===== config.mk =====
export PLATFORM = sky130hd
export DESIGN_NAME = recip_sqrt_estimate_double
export DESIGN_NICKNAME = d
export VERILOG_FILES = /design/src/sv/rsqe_pkg.sv /design/src/sv/recip_sqrt_estimate_double.sv
export SDC_FILE = /design/constraint.sdc
export NUM_CORES = 1
export LEC_CHECK = 0
export ABC_AREA = 0
export BUFFER_PORTS_ARGS = -buffer_cell sky130_fd_sc_hd__buf_2
export CAP_MARGIN = 20
export CELL_PAD_IN_SITES_DETAIL_PLACEMENT = 0
export CELL_PAD_IN_SITES_GLOBAL_PLACEMENT = 1
export CORE_MARGIN = 3
export CORE_UTILIZATION = 55
export CTS_BUF_LIST = sky130_fd_sc_hd__clkbuf_16
export CTS_CLUSTER_DIAMETER = 40
export CTS_CLUSTER_SIZE = 8
export DETAILED_ROUTE_END_ITERATION = 8
export PLACE_DENSITY_LB_ADDON = 0.3
export SETUP_SLACK_MARGIN = 0.05
export SYNTH_ARGS = -nofsm -noshare
export SYNTH_HDL_FRONTEND = slang
export SYNTH_SLANG_ARGS = --single-unit

===== constraint.sdc =====
create_clock -name clk_i -period 8.52 [get_ports clk_i]
set_input_delay 0.426 -clock clk_i [delete_from_list [all_inputs] [get_ports clk_i]]
set_output_delay 0.426 -clock clk_i [all_outputs]
set_load 0.005 [all_outputs]

===== src/sv/rsqe_pkg.sv =====
// Package for the reciprocal square root estimate pipeline.
// Holds the estimate ROM tables and special-case constants; no dependencies.
`timescale 1ns / 1ps
package rsqe_pkg;

  localparam logic [63:0] DefaultNan = 64'h7FF8_0000_0000_0000;
  localparam logic [63:0] PosInf     = 64'h7FF0_0000_0000_0000;

  function automatic logic [25:0] rsq_base(input logic [4:0] idx);
    logic [25:0] r;
    case (idx)
      5'd0: r = 26'h3ffa000;  5'd1: r = 26'h3c29000;  5'd2: r = 26'h38aa000;
      5'd3: r = 26'h3572000;  5'd4: r = 26'h3279000;  5'd5: r = 26'h2fb7000;
      5'd6: r = 26'h2d26000;  5'd7: r = 26'h2ac0000;  5'd8: r = 26'h2881000;
      5'd9: r = 26'h2665000;  5'd10: r = 26'h2468000; 5'd11: r = 26'h2287000;
      5'd12: r = 26'h20c1000; 5'd13: r = 26'h1f12000; 5'd14: r = 26'h1d79000;
      5'd15: r = 26'h1bf4000; 5'd16: r = 26'h1a7e800; 5'd17: r = 26'h17cb800;
      5'd18: r = 26'h1552800; 5'd19: r = 26'h130c000; 5'd20: r = 26'h10f2000;
      5'd21: r = 26'h0eff000; 5'd22: r = 26'h0d2e000; 5'd23: r = 26'h0b7c000;
      5'd24: r = 26'h09e5000; 5'd25: r = 26'h0867000; 5'd26: r = 26'h06ff000;
      5'd27: r = 26'h05ab800; 5'd28: r = 26'h046a000; 5'd29: r = 26'h0339800;
      5'd30: r = 26'h0218800; default: r = 26'h0105800;
    endcase
    return r;
  endfunction

  function automatic logic [10:0] rsq_dec(input logic [4:0] idx);
    logic [10:0] r;
    case (idx)
      5'd0: r = 11'h7a4;  5'd1: r = 11'h700;  5'd2: r = 11'h670;  5'd3: r = 11'h5f2;
      5'd4: r = 11'h584;  5'd5: r = 11'h524;  5'd6: r = 11'h4cc;  5'd7: r = 11'h47e;
      5'd8: r = 11'h43a;  5'd9: r = 11'h3fa;  5'd10: r = 11'h3c2; 5'd11: r = 11'h38e;
      5'd12: r = 11'h35e; 5'd13: r = 11'h332; 5'd14: r = 11'h30a; 5'd15: r = 11'h2e6;
      5'd16: r = 11'h568; 5'd17: r = 11'h4f3; 5'd18: r = 11'h48d; 5'd19: r = 11'h435;
      5'd20: r = 11'h3e7; 5'd21: r = 11'h3a2; 5'd22: r = 11'h365; 5'd23: r = 11'h32e;
      5'd24: r = 11'h2fc; 5'd25: r = 11'h2d0; 5'd26: r = 11'h2a8; 5'd27: r = 11'h283;
      5'd28: r = 11'h261; 5'd29: r = 11'h243; 5'd30: r = 11'h226; default: r = 11'h20b;
    endcase
    return r;
  endfunction

endpackage


===== src/sv/recip_sqrt_estimate_double.sv =====
// Top level of the reciprocal square root estimate for IEEE doubles.
// Four-stage pipeline; uses rsqe_pkg for the ROM tables and constants.
//
//   channel   signals                                  direction
//   operand   operand_valid_i/ready_o, operand_bits_i  in
//   estimate  estimate_valid_o/ready_i, estimate_bits_o out
//
// One request enters per cycle while no stall holds operand_ready_o low.
// Stage 1 classifies and counts leading zeros, stage 2 normalizes, stage 3
// reads the ROM and multiplies, stage 4 subtracts and assembles the result.
// Reset clears only the valid bits. A stall freezes each stage that holds
// an item and has no free place ahead, so nothing is lost or repeated.
`timescale 1ns / 1ps
module recip_sqrt_estimate_double
  import rsqe_pkg::*;
(
  input  logic        clk_i,
  input  logic        rst_ni,
  input  logic        operand_valid_i,
  output logic        operand_ready_o,
  input  logic [63:0] operand_bits_i,
  output logic        estimate_valid_o,
  input  logic        estimate_ready_i,
  output logic [63:0] estimate_bits_o
);

  logic v1_q, v2_q, v3_q, v4_q;
  logic en1, en2, en3, en4;

  assign en4 = !v4_q || estimate_ready_i;
  assign en3 = !v3_q || en4;
  assign en2 = !v2_q || en3;
  assign en1 = !v1_q || en2;
  assign operand_ready_o = en1;

  // Stage 1.
  logic        s1_spec_q;
  logic [63:0] s1_spec_val_q;
  logic [51:0] s1_frac_q;
  logic [10:0] s1_ef_q;
  logic [5:0]  s1_lz_q;
  logic        s1_spec_d;
  logic [63:0] s1_spec_val_d;
  logic [5:0]  lz_d;
  logic [10:0] ef_in;
  logic [51:0] fr_in;

  assign ef_in = operand_bits_i[62:52];
  assign fr_in = operand_bits_i[51:0];

  always_comb begin
    lz_d = 6'd52;
    for (int k = 0; k < 52; k++) begin
      if (fr_in[k]) lz_d = 6'(51 - k);
    end
  end

  always_comb begin
    s1_spec_d = 1'b1;
    s1_spec_val_d = DefaultNan;
    if (ef_in == 11'd0 && fr_in == 52'd0) begin
      s1_spec_val_d = {operand_bits_i[63], PosInf[62:0]};
    end else if (ef_in == 11'h7FF) begin
      if (fr_in == 52'd0) s1_spec_val_d = operand_bits_i[63] ? DefaultNan : 64'd0;
      else s1_spec_val_d = operand_bits_i | 64'h0008_0000_0000_0000;
    end else if (!operand_bits_i[63]) begin
      s1_spec_d = 1'b0;
    end
  end

  always_ff @(posedge clk_i or negedge rst_ni) begin
    if (!rst_ni) begin
      v1_q <= 1'b0;
    end else if (en1) begin
      v1_q <= operand_valid_i;
    end
  end

  always_ff @(posedge clk_i) begin
    if (en1) begin
      s1_spec_q <= s1_spec_d;
      s1_spec_val_q <= s1_spec_val_d;
      s1_frac_q <= fr_in;
      s1_ef_q <= ef_in;
      s1_lz_q <= lz_d;
    end
  end

  // Stage 2: normalize and form the exponent.
  logic        s2_spec_q;
  logic [63:0] s2_spec_val_q;
  logic [14:0] s2_i_q;
  logic        s2_even_q;
  logic [10:0] s2_exp_q;
  logic [52:0] norm;

  assign norm = {1'b0, s1_frac_q} << (s1_lz_q + 6'd1);

  // Denormal: shifts needed = lz + 1, e = 1 - (lz + 1) = -lz.
  logic [11:0] e_den;
  assign e_den = 12'd0 - 12'(s1_lz_q);
  logic [11:0] e_use;
  logic [11:0] d_use;
  logic [11:0] v_top;
  assign e_use = (s1_ef_q == 11'd0) ? e_den : {1'b0, s1_ef_q};
  assign d_use = e_use - 12'h3FE;
  // v bits 62..51 = 0x7FE - d, taken over 12 bits; exponent is bits 11..1.
  assign v_top = 12'h7FE - d_use;

  always_ff @(posedge clk_i or negedge rst_ni) begin
    if (!rst_ni) begin
      v2_q <= 1'b0;
    end else if (en2) begin
      v2_q <= v1_q;
    end
  end

  always_ff @(posedge clk_i) begin
    if (en2) begin
      s2_spec_q <= s1_spec_q;
      s2_spec_val_q <= s1_spec_val_q;
      s2_i_q <= (s1_ef_q == 11'd0) ? norm[51:37] : s1_frac_q[51:37];
      s2_even_q <= !e_use[0];
      s2_exp_q <= v_top[11:1];
    end
  end

  // Stage 3: ROM and multiply.
  logic        s3_spec_q;
  logic [63:0] s3_spec_val_q;
  logic [10:0] s3_exp_q;
  logic [25:0] s3_base_q;
  logic [21:0] s3_prod_q;
  logic [4:0]  idx;
  assign idx = {s2_even_q, s2_i_q[14:11]};

  always_ff @(posedge clk_i or negedge rst_ni) begin
    if (!rst_ni) begin
      v3_q <= 1'b0;
    end else if (en3) begin
      v3_q <= v2_q;
    end
  end

  always_ff @(posedge clk_i) begin
    if (en3) begin
      s3_spec_q <= s2_spec_q;
      s3_spec_val_q <= s2_spec_val_q;
      s3_exp_q <= s2_exp_q;
      s3_base_q <= rsq_base(idx);
      s3_prod_q <= rsq_dec(idx) * s2_i_q[10:0];
    end
  end

  // Stage 4: subtract and assemble.
  logic [63:0] est_q;
  logic [25:0] est;
  assign est = s3_base_q - 26'(s3_prod_q);

  always_ff @(posedge clk_i or negedge rst_ni) begin
    if (!rst_ni) begin
      v4_q <= 1'b0;
    end else if (en4) begin
      v4_q <= v3_q;
    end
  end

  always_ff @(posedge clk_i) begin
    if (en4) begin
      est_q <= s3_spec_q ? s3_spec_val_q : {1'b0, s3_exp_q, est, 26'd0};
    end
  end

  assign estimate_valid_o = v4_q;
  assign estimate_bits_o = est_q;

  held_chk: assert property (@(posedge clk_i) disable iff (!rst_ni)
    (v4_q && !estimate_ready_i) |=> (v4_q && $stable(est_q)))
    else $error("held result changed");
  ready_chk: assert property (@(posedge clk_i) disable iff (!rst_ni)
    (!operand_ready_o) |-> (v1_q && v2_q && v3_q && v4_q))
    else $error("stall with a free stage");
  pos_chk: assert property (@(posedge clk_i) disable iff (!rst_ni)
    (v4_q && !est_q[63]) |-> (est_q[62:52] != 11'h7FF || est_q[51:0] == 52'd0
      || est_q[51]))
    else $error("NaN result not quiet");

endmodule

**Word-level counts from Yosys, hierarchy flattened**

Memories as Yosys holds them, arrays and structs flattened. A register that Yosys moved wholly into a read port is not among the register bits.
Index checks and enable logic that the tools add are counted.

- Input bits: 68
- Bits in read-only memories: 832
- Memories: 2
- Word-level logic and storage cells: 120
- Register bits: 418
- Output and inout bits: 66

Memories:

| name | depth | bits a word | read ports | clocked after memory_dff | wr ports | line | source |
|---|---|---|---|---|---|---|---|
| (name not given) | 32 | 15 | 1 | 1 | 0 | rsqe_pkg.sv:11 | `case (idx)` |
| (name not given) | 32 | 11 | 1 | 1 | 0 | rsqe_pkg.sv:29 | `case (idx)` |

- Equality and inequality tests: 1
- $mul: 1
- Multiplexer cells: 61
- Bitwise gates (word level): 1
- Reductions and logical operators: 20
- Shift operators: 1
- Add/subtract/negate cells: 5

Operator list:

| cell | count |
|---|---|
| 64-bit 2-to-1 mux | 3 |
| 63-bit 2-to-1 mux | 2 |
| 5-bit 2-to-1 mux | 19 |
| 6-bit 2-to-1 mux | 14 |
| 52-bit zero test | 1 |
| 52-bit by 6-bit left shift with 52-bit output | 1 |
| 4-bit 2-to-1 mux | 8 |
| 32-bit OR reduction | 1 |
| 26-bit by 22-bit subtractor with 26-bit output | 1 |
| 3-bit 2-to-1 mux | 8 |
| 11-bit zero test | 2 |
| 11-bit by 11-bit multiplier with 22-bit output | 1 |
| 16-bit OR reduction | 1 |
| 15-bit 2-to-1 mux | 1 |
| 12-bit 2-to-1 mux | 1 |
| 11-bit by 12-bit subtractor with 12-bit output (first input constant) | 1 |
| 12-bit by 10-bit subtractor with 12-bit output (second input constant) | 1 |
| 11-bit == test (second input constant) | 1 |
| 11-bit 2-to-1 mux | 1 |
| 8-bit OR reduction | 1 |
| 1-bit by 6-bit subtractor with 7-bit output (first input constant) | 1 |
| 6-bit by 1-bit adder with 6-bit output (second input constant) | 1 |
| 2-bit OR reduction | 3 |
| 1-bit zero test | 5 |
| 6 further kinds | 11 |

**Logic depth before layout (Yosys ltp)**

Gate-level depths: netlist of run 1.

- Word-level depth: 51
- Mapped depth: 21
- Depth with buffers taken out: 20

**Worst setup path after synthesis of run 1**

No wires, ideal clock.

- Path type: register to register
- Start: reg s2_i_q[2]
- End: reg s3_prod_q[20] (data pin)
- Cell stages (with the launch flop): 22
- Path slack: 3.227 ns
- Setup time: 0.259 ns
- Required time: 8.261 ns
- Buffers on the path: 1
- Arrival: 5.034 ns
- Clock period less this slack: 5.293 ns
- Cells stage by stage: edfxtp_1 clkbuf_1 nand2_1 fa_1 inv_1 fa_1 inv_1 fa_1 inv_1 fa_1 inv_1 fa_1 inv_1 ha_1 or2_2 o31a_1 o211ai_1 o22ai_1 o41ai_1 o21ai_0 o211ai_1 xnor2_1

- Cells in the longest elaborated chain, start to end: 1

Ends and longest elaborated chain:

| item | line | source |
|---|---|---|
| start: declaration | recip_sqrt_estimate_double.sv:92 | `logic [14:0] s2_i_q;` |
| start signal: assignment | recip_sqrt_estimate_double.sv:122 | `s2_i_q <= (s1_ef_q == 11'd0) ? norm[51:37] : s1_frac_q[51:37];` |
| 11-bit by 11-bit multiplier with 22-bit output | recip_sqrt_estimate_double.sv:151 | `s3_prod_q <= rsq_dec(idx) * s2_i_q[10:0];` |
| end signal: assignment | recip_sqrt_estimate_double.sv:151 |  |
| end: declaration | recip_sqrt_estimate_double.sv:133 | `logic [21:0] s3_prod_q;` |

Every way passes these cells.
A chain may end at the register's enable or synchronous reset.

==> results of run 1 <==
## critical path, delay by kind of cell (launching register included)
family / cells / cell delay (ns)
flops: 1 / 0.57
simple gates: 2 / 0.43
xor+xnor: 1 / 0.09
compound gates: 6 / 1.20
buf+inv: 5 / 0.25
fa+ha+maj: 6 / 2.83
## cell families (layout without fill, tap and decap cells)
family                   Yosys count  count (layout)  synth area share, %
multiplexers                     134             134                 7.98
AO/OA/AOI/OAI                    287             287                 7.89
flip-flops                       418             418                 52.9
other                              0               6                    0
XOR/XNOR                          57              57                 2.24
adder cells (fa/ha/maj)          170             170                 11.6
buffers and inverters            244             397                 4.70
AND/OR/NAND/NOR                  605             605                 12.7
## flip-flops by register name, summed over array words and instances, names as in the netlist, 6 cells and up, named ones only
register / flops
s3_base_q: 15
estimate_bits_o: 64
s3_spec_val_q: 64
s1_lz_q: 6
s2_spec_val_q: 64
s1_spec_val_q: 64
s3_prod_q: 22
s2_i_q: 15
s2_exp_q: 11
s1_frac_q: 52
s3_exp_q: 11
s1_ef_q: 11
## stage by stage
step / cells / utilization, % / hold WS [ns] / setup slack (ns)
after floorplan: 1915 / - / 0.130 / 3.23
after global placement: 2507 / 58.2 / 0.253 / 2.97
after detailed placement: 2507 / 58.2 / 0.252 / 2.86
after CTS: 2606 / 63.5 / 0.00903 / 2.84
after global routing: 2613 / 63.5 / 0.0231 / 2.48
final: 2613 / 63.5 / 0.0429 / 2.88
## final cells by class
cell class / count / share of cell area (%)
flip-flops and latches: 418 / 46.5
multi-input cells: 1253 / 37.5
clock buffers: 71 / 6.65
repair buffers: 155 / 3.13
well taps: 539 / 2.53
inverters: 145 / 2.07
clock inverters: 26 / 1.53
diodes: 6 / 0.0562
## cell usage in the layout, fill, tap and decap left out, drive strengths merged, types with 71 or more instances in the layout
master,Yosys,layout
fa,80,80
o21ai,84,84
nand2,203,203
clkbuf,60,71
a21oi,72,72
and2,144,144
buf,39,153
nor2,102,102
edfxtp,403,403
ha,90,90
inv,143,151
## layer usage
| metal | routed length [um] | track usage [%] | vias up | share of wire (%) |
|---|---|---|---|---|
| met5 | 0 | 0 | - | 0 |
| met4 | 1500 | 8.24 | 0 | 2.7 |
| met3 | 3360 | 4.70 | 102 | 6.1 |
| met2 | 26000 | 39.5 | 561 | 47 |
| met1 | 24600 | 35.8 | 7512 | 44 |
| li1 | - | - | 7113 | - |
## worst max-delay path by stage
stage | start | endpoint
2_1_floorplan | s2_i_q[2]$_DFFE_PN_ | s3_prod_q[20]$_DFFE_PP_
3_3_place_gp | flip-flop | s3_prod_q[20]$_DFFE_PP_
3_5_place_dp | flip-flop | s3_prod_q[20]$_DFFE_PP_
4_1_cts | flip-flop | s3_prod_q[20]$_DFFE_PP_
5_1_grt | flip-flop | s3_prod_q[20]$_DFFE_PP_
6_report | flip-flop | s3_prod_q[20]$_DFFE_PP_
## power breakdown
group / internal (mW) / total [mW] / switching, mW
logic: 2.61 / 5.90 / 3.29
clock network: 1.66 / 2.60 / 0.941
registers: 2.93 / 3.16 / 0.226
total: 7.20 / 11.7 / 4.46
## timing repair
item / CTS / global route
resized for setup: 0 / 0
hold buffers: 2 / 0
endpoints found under the hold margin: 5 / 0
buffers inserted: 0 / 0
==> metrics.md, run 1 <==
| Metric | Value |
|---|---|
| Status | `complete, no violations` |
| Grt ovf | `0` |
| Most frequent cell after synthesis | `edfxtp_1` |
| Placed instance area | `around 24,000 um^2` |
| Reg2reg path depth | `20` |
| GRT Total Usage | `between 20% and 30%` |
| Critical path type | `reg -> reg` |
| Largest net degree at the start of global routing | `78` |
| Synth-to-layout area growth | `13.7%` |
| Root Driver | `clkbuf_16` |
| Post-synth ARST share | `less than 1%` |
| Initial Util | `between 50% and 60%` |
| Leak | `10.8 nW` |
| Number of synthesized flops with an enable pin | `just over 400` |
| Vias | `between 15,000 and 20,000` |
| CTS Sinks | `roughly 420` |
| Die Footprint | `45,200 um^2` |
| CTS Buf Count | `70` |
| CTS tree | `yes` |
| FF-to-FF End | `s3_prod_q[20]$_DFFE_PP_` |
| Peak VDD IR | `around 0.00062 V` |
| Synth top area share | `between 50% and 60%` |
| Worst Path Required | `roughly 8.9 ns` |
| Fin. max-slew vios | `0` |
| Synthesized netlist cell count | `1,915` |
| Crit-path slowest cell | `dfxtp_1` |
| Number of global-route vias before repair | `15,096` |
| FILL cells | `between 3,000 and 4,000` |
| Die W | `213 um` |
| Clock H-tree levels | `3` |
| Top_reg_cell synth | `edfxtp_1` |
| DRT Wirelength | `55,500 um` |
| Final number of hold-violating endpoints | `0` |
| Placer Congestion | `0.917` |
| Antenna violations before repair | `6` |
| Max clock buf depth | `3` |
| Slew headroom | `between 30% and 40%` |
| Multi-input logic area | `10,000 um^2` |
| Total of max-cap violations | `0` |
| Worst-margin pin slew | `roughly 1.0 ns` |
| Syn Area/Cell | `~12 um^2` |
| CP peak stage delay | `approximately 0.57 ns` |
| Drt first pass iters | `8` |
| Via density per instance | `5.85` |
| Sequential share of the synthesized area | `52.9%` |
| Layout Skew | `between 0.03 and 0.04 ns` |
| Crit-path cells | `nand2_1, fa_1, inv_1, fa_1, inv_1, fa_1, inv_1, fa_1, inv_1, fa_1, inv_1, ha_1, or2_2, o31a_1, o211ai_1, o22ai_1, o41ai_1, o21ai_0, o211ai_1, xnor2_1` |
| Port bufs | `about 130` |
| R2R setup slack | `2.88 ns` |
| Max Clk Rate | `between 150 and 200 MHz` |
| DRT iter0 DRCs | `about 1,500` |
| Global-route wire length before repair | `about 87,000 um` |
| DR WL/cell | `roughly 21 um` |
| Flops & latches, synth | `~420` |
| Core ar. | `roughly 42,000 um^2` |
| Layout cells sized above 1 | `about 17%` |
| Clock-pin slew on the worst setup and hold paths | `0.05 ns` |
| Crit end category | `flip-flop` |
| Top post-synthesis cells by count | `edfxtp_1 (403), nand2_1 (202), and2_1 (143)` |
| FP Rows | `75` |
| Design Power | `around 12 mW` |
| WHS Path Cells | `1` |
| Setup-failing EPs final | `0` |
| Syn_nets | `2,153` |
| Critical Path Start Type | `flip-flop` |
| Final ANT Viol Nets | `0` |
| Final min period | `between 5 and 6 ns` |
| Area contributors post-synth | `edfxtp_1 (52%), fa_1 (6.8%), ha_1 (4.8%), and2_1 (3.8%), mux4_2 (3.3%)` |
| Hold Path Sink | `s1_ef_q[3]$_DFFE_PP_` |
| Fin Setup TNS | `0 ns` |
| Final worst-path cycle share | `roughly two thirds` |
| Synth cell types | `between 80 and 90` |
| Hold path startpoint | `operand_bits_i[55]` |
| Yosys Warn Count | `0` |
| RSZ-0062 raised after global routing | `false` |
| I/O Pins | `between 100 and 150` |
| Drt drc | `0` |
| Design Area, Final | `roughly 27,000 um^2` |
| DP Wirelength | `39,900 um` |
| Storage cell area | `between 10,000 and 15,000 um^2` |
| Clk Latency, worst-skew pair | `0.61 ns` |
| Power density cells | `~440 nW/um^2` |
| Die Y | `between 200 and 250 um` |
| Area leader, netlist | `edfxtp_1` |
| Critical path fanouts, max | `11` |
| Hold Path Class | `in -> reg` |
| Final Net Count | `between 2,000 and 2,500` |
| Netlist Area Pre-Place | `between 20,000 and 25,000 um^2` |
| CP arrival | `between 5 and 6 ns` |
(Power assumes the default switching activity.)
==> run 2: changes to the inputs <==
--- a/config.mk
+++ b/config.mk
@@ -11,7 +11,7 @@
 export CELL_PAD_IN_SITES_DETAIL_PLACEMENT = 0
 export CELL_PAD_IN_SITES_GLOBAL_PLACEMENT = 1
 export CORE_MARGIN = 3
-export CORE_UTILIZATION = 55
+export CORE_UTILIZATION = 46
 export CTS_BUF_LIST = sky130_fd_sc_hd__clkbuf_16
 export CTS_CLUSTER_DIAMETER = 40
 export CTS_CLUSTER_SIZE = 8
==> constraint.sdc (replaced) <==
create_clock -name clk_i -period 4.5 [get_ports clk_i]
set_input_delay 0.225 -clock clk_i [delete_from_list [all_inputs] [get_ports clk_i]]
set_output_delay 0.225 -clock clk_i [all_outputs]
set_load 0.005 [all_outputs]
==> metrics.md, run 2 (synthesis results as in run 1) <==
| Metric | Value |
|---|---|
| Total of max-cap violations | `0` |
| Final number of hold-violating endpoints | `0` |
| CP peak stage delay | `between 0.5 and 0.6 ns` |
| Sw Pwr | `9.56 mW` |
| Initial Util | `approximately 47%` |
| Drt drc | `0` |
| Drt first pass iters | `7` |
| Clock-pin slew on the worst setup and hold paths | `0.05 ns` |
| Final Net Count | `2,439` |
| Max Clk Rate | `slightly below 200 MHz` |
| CTS Sinks | `roughly 420` |
| Hold Path Class | `in -> reg` |
| Layout Skew | `between 0.03 and 0.04 ns` |
| Die W | `232 um` |
| Port bufs | `133` |
| DP Wirelength | `~43,000 um` |
| Power density cells | `904 nW/um^2` |
| Die Y | `between 200 and 250 um` |
| Worst setup slack after layout | `-0.549 ns` |
| Crit-path cells | `nand2_4, fa_1, inv_1, fa_1, inv_1, fa_1, inv_1, fa_1, inv_2, fa_1, inv_2, ha_4, or3_4, o211ai_1, o22ai_2, o41ai_2, o21ai_1, o211ai_1, xnor2_1` |
| Final worst-path cycle share | `112%` |
| CTS Buf Count | `between 60 and 70` |
| Grt ovf | `0` |
| Crit path top cell by count | `fa_1` |
| CTS tree | `yes` |
| GRT Total Usage | `about 22%` |
| Critical Path Start Type | `flip-flop` |
| Peak VDD IR | `0.00144 V` |
| Sw frac | `a little under two fifths` |
| Commonest non-fill, non-tap cell in the layout | `edfxtp_1` |
| DRT iter0 DRCs | `roughly 1,100` |
| Int Pwr | `about 16 mW` |
| Fin. max-slew vios | `0` |
| FP Rows | `~80` |
| Critical path type | `reg -> reg` |
| Synth-to-layout area growth | `20.4%` |
| Final Hold Slack | `roughly 0.18 ns` |
| Global-route wire length before repair | `90,600 um` |
| DR WL/cell | `just under 20 um` |
| Clock H-tree levels | `3` |
| RSZ-0062 raised after global routing | `true` |
| Root Driver | `clkbuf_16` |
| Seq pwr share | `between 20% and 30%` |
| Worst Path Required | `4.83 ns` |
| Multi-input logic area | `around 10,000 um^2` |
| Slew headroom | `a little under a third` |
| FILL cells | `4,172` |
| Worst-margin pin slew | `about 1.0 ns` |
| Number of global-route vias before repair | `approximately 16,000` |
| I/O Pins | `approximately 130` |
| Crit end category | `flip-flop` |
| Max clock buf depth | `3` |
| Failing checks | `negative setup slack` |
| Clk Latency, worst-skew pair | `roughly 0.59 ns` |
| Leak | `11.5 nW` |
| Crit-path slowest cell | `fa_1` |
| Largest net degree at the start of global routing | `73` |
| Status | `complete, but fails checks` |
| Antenna violations before repair | `2` |
| Layout cells sized above 1 | `20.6%` |
| Die Footprint | `53,800 um^2` |
| Bufs and invs on worst path | `5` |
| Placer Congestion | `between 0.9 and 1` |
| Vias | `15,783` |
| Gate power share | `between 50 and 60%` |
| Setup-failing EPs final | `11` |
| Final ANT Viol Nets | `0` |
| Clock power frac | `18.1%` |
| Storage cell area | `between 10,000 and 15,000 um^2` |
| Core ar. | `approximately 50,000 um^2` |
| Setup WS pre-CTS | `-0.739 ns` |
| Critical path fanouts, max | `5` |
| Via density per instance | `5.43` |
| Fin Setup TNS | `-4.23 ns` |
| Most frequent cells in the layout | `edfxtp_1 (403), nand2_1 (199), inv_1 (145)` |
| CP arrival | `5.38 ns` |
| Worst path top cell family by delay | `adder cells` |
| DRT Wirelength | `around 58,000 um` |
| Final min period | `5.05 ns` |
## run 2: cell type report
cell class                      instances  share of cell area, %
Sequential cell                       418                   43.9
Clock buffer                           70                   6.19
Clock inverter                         29                   1.06
Inverter                              145                   1.95
Tap cell                              672                   2.97
Multi-Input combinational cell       1253                   35.8
Antenna cell                            3                 0.0265
Timing Repair Buffer                  314                   8.03
## run 2: what timing repair did
| item | in CTS | in global routing |
|---|---|---|
| setup endpoints to repair | 11 | 21 |
| setup buffers | 6 | 3 |
| pin swaps | 19 | 10 |
| hold endpoints to repair | 80 | 0 |
| hold buffers | 67 | 0 |
| gates resized for setup | 7 | 12 |
## run 2: final timing paths
path | start | end | slack, ns | cells after the start
worst max register to register | s2_i_q[2]$_DFFE_PN_ | s3_prod_q[20]$_DFFE_PP_ | -0.55 | 19
worst max-delay path | s2_i_q[2]$_DFFE_PN_ | s3_prod_q[20]$_DFFE_PP_ | -0.55 | 19
min in group asynchronous | rst_ni | estimate_valid_o$_DFFE_PN0P_ | 0.68 | 3
worst min-delay path | estimate_ready_i | estimate_valid_o$_DFFE_PN0P_ | 0.18 | 4
worst min register to register | s2_spec_val_q[47]$_DFFE_PN_ | s3_spec_val_q[47]$_DFFE_PP_ | 0.41 | 0
max in group asynchronous | rst_ni | v1_q$_DFFE_PN0P_ | 3.55 | 3
## run 2: per-stage QoR
step | instance area (um^2) | power, mW | std cells | util [%]
after global placement | 25400 | 19.6 | 2728 | 50.6
after floorplan | 23600 | 15.0 | 1915 | -
final | 28300 | 25.6 | 2904 | 56.2
after detailed placement | 25400 | 19.9 | 2728 | 50.6
after global routing | 28300 | 27.7 | 2903 | 56.2
after CTS | 28200 | 25.1 | 2898 | 56.1
## run 2: worst min-delay path: stages
cell and delay, ns:
buf_2 0.10, nor2b_1 0.12, buf_4 0.18, or2_2 0.11
## run 2: power groups by stage
stage	Combinational [mW]	Clock, mW	Sequential, mW
after CTS	14.5	4.72	5.89
final	15.1	4.62	5.89
after global routing	16.9	4.92	5.94
after detailed placement	13.9	0	5.95
after floorplan	9.20	0	5.83
after global placement	13.7	0	5.93
## run 2: metal layers
metal | share of wire [%] | track usage, % | vias to the layer above
met3 | 6.8 | 4.42 | 107
met4 | 3.2 | 8.21 | 0
met1 | 44 | 30.2 | 7686
li1 | - | - | 7434
met5 | 0 | 0 | -
met2 | 46 | 34.3 | 556
==> run 3: changes to the inputs <==
--- a/config.mk
+++ b/config.mk
@@ -8,10 +8,8 @@
 export ABC_AREA = 0
 export BUFFER_PORTS_ARGS = -buffer_cell sky130_fd_sc_hd__buf_2
 export CAP_MARGIN = 20
-export CELL_PAD_IN_SITES_DETAIL_PLACEMENT = 0
-export CELL_PAD_IN_SITES_GLOBAL_PLACEMENT = 1
 export CORE_MARGIN = 3
-export CORE_UTILIZATION = 46
+export CORE_UTILIZATION = 56
 export CTS_BUF_LIST = sky130_fd_sc_hd__clkbuf_16
 export CTS_CLUSTER_DIAMETER = 40
 export CTS_CLUSTER_SIZE = 8
==> metrics.md, run 3 (synthesis results as in run 1) <==
| Metric | Value |
|---|---|
| Hold Path Class | `in -> reg` |
| Number of global-route vias before repair | `roughly 17,000` |
| Worst-margin pin slew | `~1.1 ns` |
| CP arrival | `between 5 and 6 ns` |
| Reg2reg path depth | `20` |
| CP peak stage delay | `between 0.4 and 0.5 ns` |
| DRT iter0 DRCs | `approximately 1,600` |
| Clock power frac | `between 10% and 20%` |
| Die Y | `211 um` |
| Gate power share | `between 50% and 60%` |
| Via density per instance | `roughly 6` |
| Synth-to-layout area growth | `18.7%` |
| Worst setup slack after layout | `-0.588 ns` |
| Final number of hold-violating endpoints | `0` |
| Final min period | `~5.1 ns` |
| Final Net Count | `roughly 2,400` |
| Critical path fanouts, max | `4` |
| Hold path startpoint | `estimate_ready_i` |
| Fin. max-slew vios | `0` |
| CTS Buf Count | `68` |
| Seq pwr share | `23.8%` |
| Critical Path Start | `s2_i_q[2]$_DFFE_PN_` |
| Peak VDD IR | `0.00149 V` |
| Critical Path Start Type | `flip-flop` |
| Sw frac | `37.4%` |
| Setup WS pre-CTS | `-0.788 ns` |
| Layout Skew | `0.0279 ns` |
| DP Wirelength | `roughly 40,000 um` |
| FP Rows | `74` |
| Crit-path slowest cell | `fa_1` |
| Antenna violations before repair | `1` |
| Sw Pwr | `~9.3 mW` |
| Status | `complete, but fails checks` |
| WHS Path Cells | `3` |
| Root Driver | `clkbuf_16` |
| Leak | `~11 nW` |
| Crit-path cells | `buf_6, nand2_4, fa_1, inv_1, fa_1, inv_2, fa_1, inv_1, fa_1, inv_1, fa_1, inv_2, ha_4, or3_4, o211ai_1, o22ai_2, o41ai_2, o21ai_1, o211ai_1, xnor2_1` |
| Drt drc | `0` |
| Crit path top cell by count | `fa_1` |
| Port bufs | `133` |
| DRT Wirelength | `between 50,000 and 60,000 um` |
| Fin cells | `~2,700` |
| Clock-pin slew on the worst setup and hold paths | `approximately 0.04 ns` |
| I/O Pins | `roughly 130` |
| Final worst-path cycle share | `113%` |
| Drt first pass iters | `5` |
| Layout cells sized above 1 | `between 10% and 20%` |
| Max clock buf depth | `3` |
| Worst R2R Start | `s2_i_q[2]$_DFFE_PN_` |
| Core ar. | `approximately 40,000 um^2` |
| Clock H-tree levels | `3` |
| RSZ-0062 raised after global routing | `true` |
| Crit end category | `flip-flop` |
| Slew headroom | `roughly a quarter` |
| Die W | `around 210 um` |
| DR WL/cell | `around 21 um` |
| Worst Path Required | `approximately 4.8 ns` |
| Clk Latency, worst-skew pair | `0.58 ns` |
| Total of max-cap violations | `0` |
| Grt ovf | `0` |
| Initial Util | `57.1%` |
| Max Clk Rate | `between 150 and 200 MHz` |
| Largest net degree at the start of global routing | `73` |
| CTS tree | `yes` |
| Failing checks | `negative setup slack` |
| Bufs and invs on worst path | `6` |
| Hold Path Sink | `estimate_valid_o$_DFFE_PN0P_` |
| Global-route wire length before repair | `91,300 um` |
| Placer Congestion | `0.966` |
| Commonest non-fill, non-tap cell in the layout | `edfxtp_1` |
| FF-to-FF End | `s3_prod_q[20]$_DFFE_PP_` |
| Most frequent cells in the layout | `edfxtp_1 (403), nand2_1 (198), inv_1 (149)` |
| Setup-failing EPs final | `10` |
| Vias | `approximately 16,000` |
| CTS Sinks | `~420` |
| Placed cell count | `roughly 2,600` |
| Critical path type | `reg -> reg` |
| Final Hold Slack | `between 0.15 and 0.2 ns` |
| GRT Total Usage | `about a quarter` |
| R2R setup slack | `-0.59 ns` |
| Worst path top cell family by delay | `adder cells` |
| Int Pwr | `roughly 16 mW` |
| Power density cells | `between 800 and 900 nW/um^2` |
| Die Footprint | `44,400 um^2` |
| Final ANT Viol Nets | `0` |
## run 3: changes by cell type in the layout (fill, tap and decap cells not counted), moves of 2 or more
cell      change
buf_4        -10
buf_12        -4
clkinv_2      -4
inv_1         +4
buf_6         -2
inv_2         -2
nor2_1        +2
nor2_2        -2
## run 3: power groups by stage
stage          Sequential (mW)  Combinational (mW)  Clock [mW]
3_5_place_dp              5.96                13.5           0
6_report                  5.90                14.3        4.55
4_1_cts                   5.91                14.2        4.61
5_1_grt                   5.96                16.2        4.80
3_3_place_gp              5.93                13.1           0
2_1_floorplan             5.83                9.20           0
## run 3: cell type report
| type | count | area, um^2 |
|---|---|---|
| flip-flops and latches | 418 | 12400 |
| clock buffers | 69 | 1730 |
| multi-input cells | 1253 | 10100 |
| fillers | 2871 | 13200 |
| well taps | 532 | 666 |
| diodes | 3 | 7.51 |
| clock inverters | 27 | 262 |
| inverters | 145 | 552 |
| repair buffers | 299 | 2120 |
## run 3: per-layer routing
metal  up-vias  part of all wire, %  track usage [%]
met1      7841                   41             35.7
met4         0                  4.3             11.1
li1       7401                    -                -
met5         -                    0                0
met2       808                   47             42.9
met3       185                  6.9             4.16
## run 3: tightest hold or removal path, delay by kind of cell
kind	cells	cell delay, ns
AND/OR/NAND/NOR	2	0.37
buffers and inverters	1	0.08
## run 3: worst max path at each step
stage	to	slack [ns]	depth (start not counted)
floorplan	s3_prod_q[20]$_DFFE_PP_	-0.45	20
global placement	s3_prod_q[20]$_DFFE_PP_	-0.66	19
detailed placement	s3_prod_q[20]$_DFFE_PP_	-0.79	19
CTS	s3_prod_q[20]$_DFFE_PP_	-0.55	19
global route	s3_prod_q[20]$_DFFE_PP_	-0.83	20
finish	s3_prod_q[20]$_DFFE_PP_	-0.59	20
## run 3: metrics by stage
step / utilization (%) / power (mW) / instance area (um^2) / TNS [ns]
final: 67.8 / 24.8 / 27900 / -3.89
after global routing: 67.8 / 26.9 / 27900 / -6.62
after CTS: 67.7 / 24.7 / 27800 / -3.61
after detailed placement: 61.0 / 19.4 / 25100 / -5.24
after global placement: 61.0 / 19.0 / 25100 / -4.08
after floorplan: - / 15.0 / 23600 / -2.06
## run 3: timing repair
action / in CTS / in global routing
hold buffers: 67 / 0
pin swaps: 17 / 9
setup endpoints to repair: 11 / 16
gates resized for setup: 7 / 3
buffers inserted: 7 / 1
hold endpoints to repair: 79 / 0
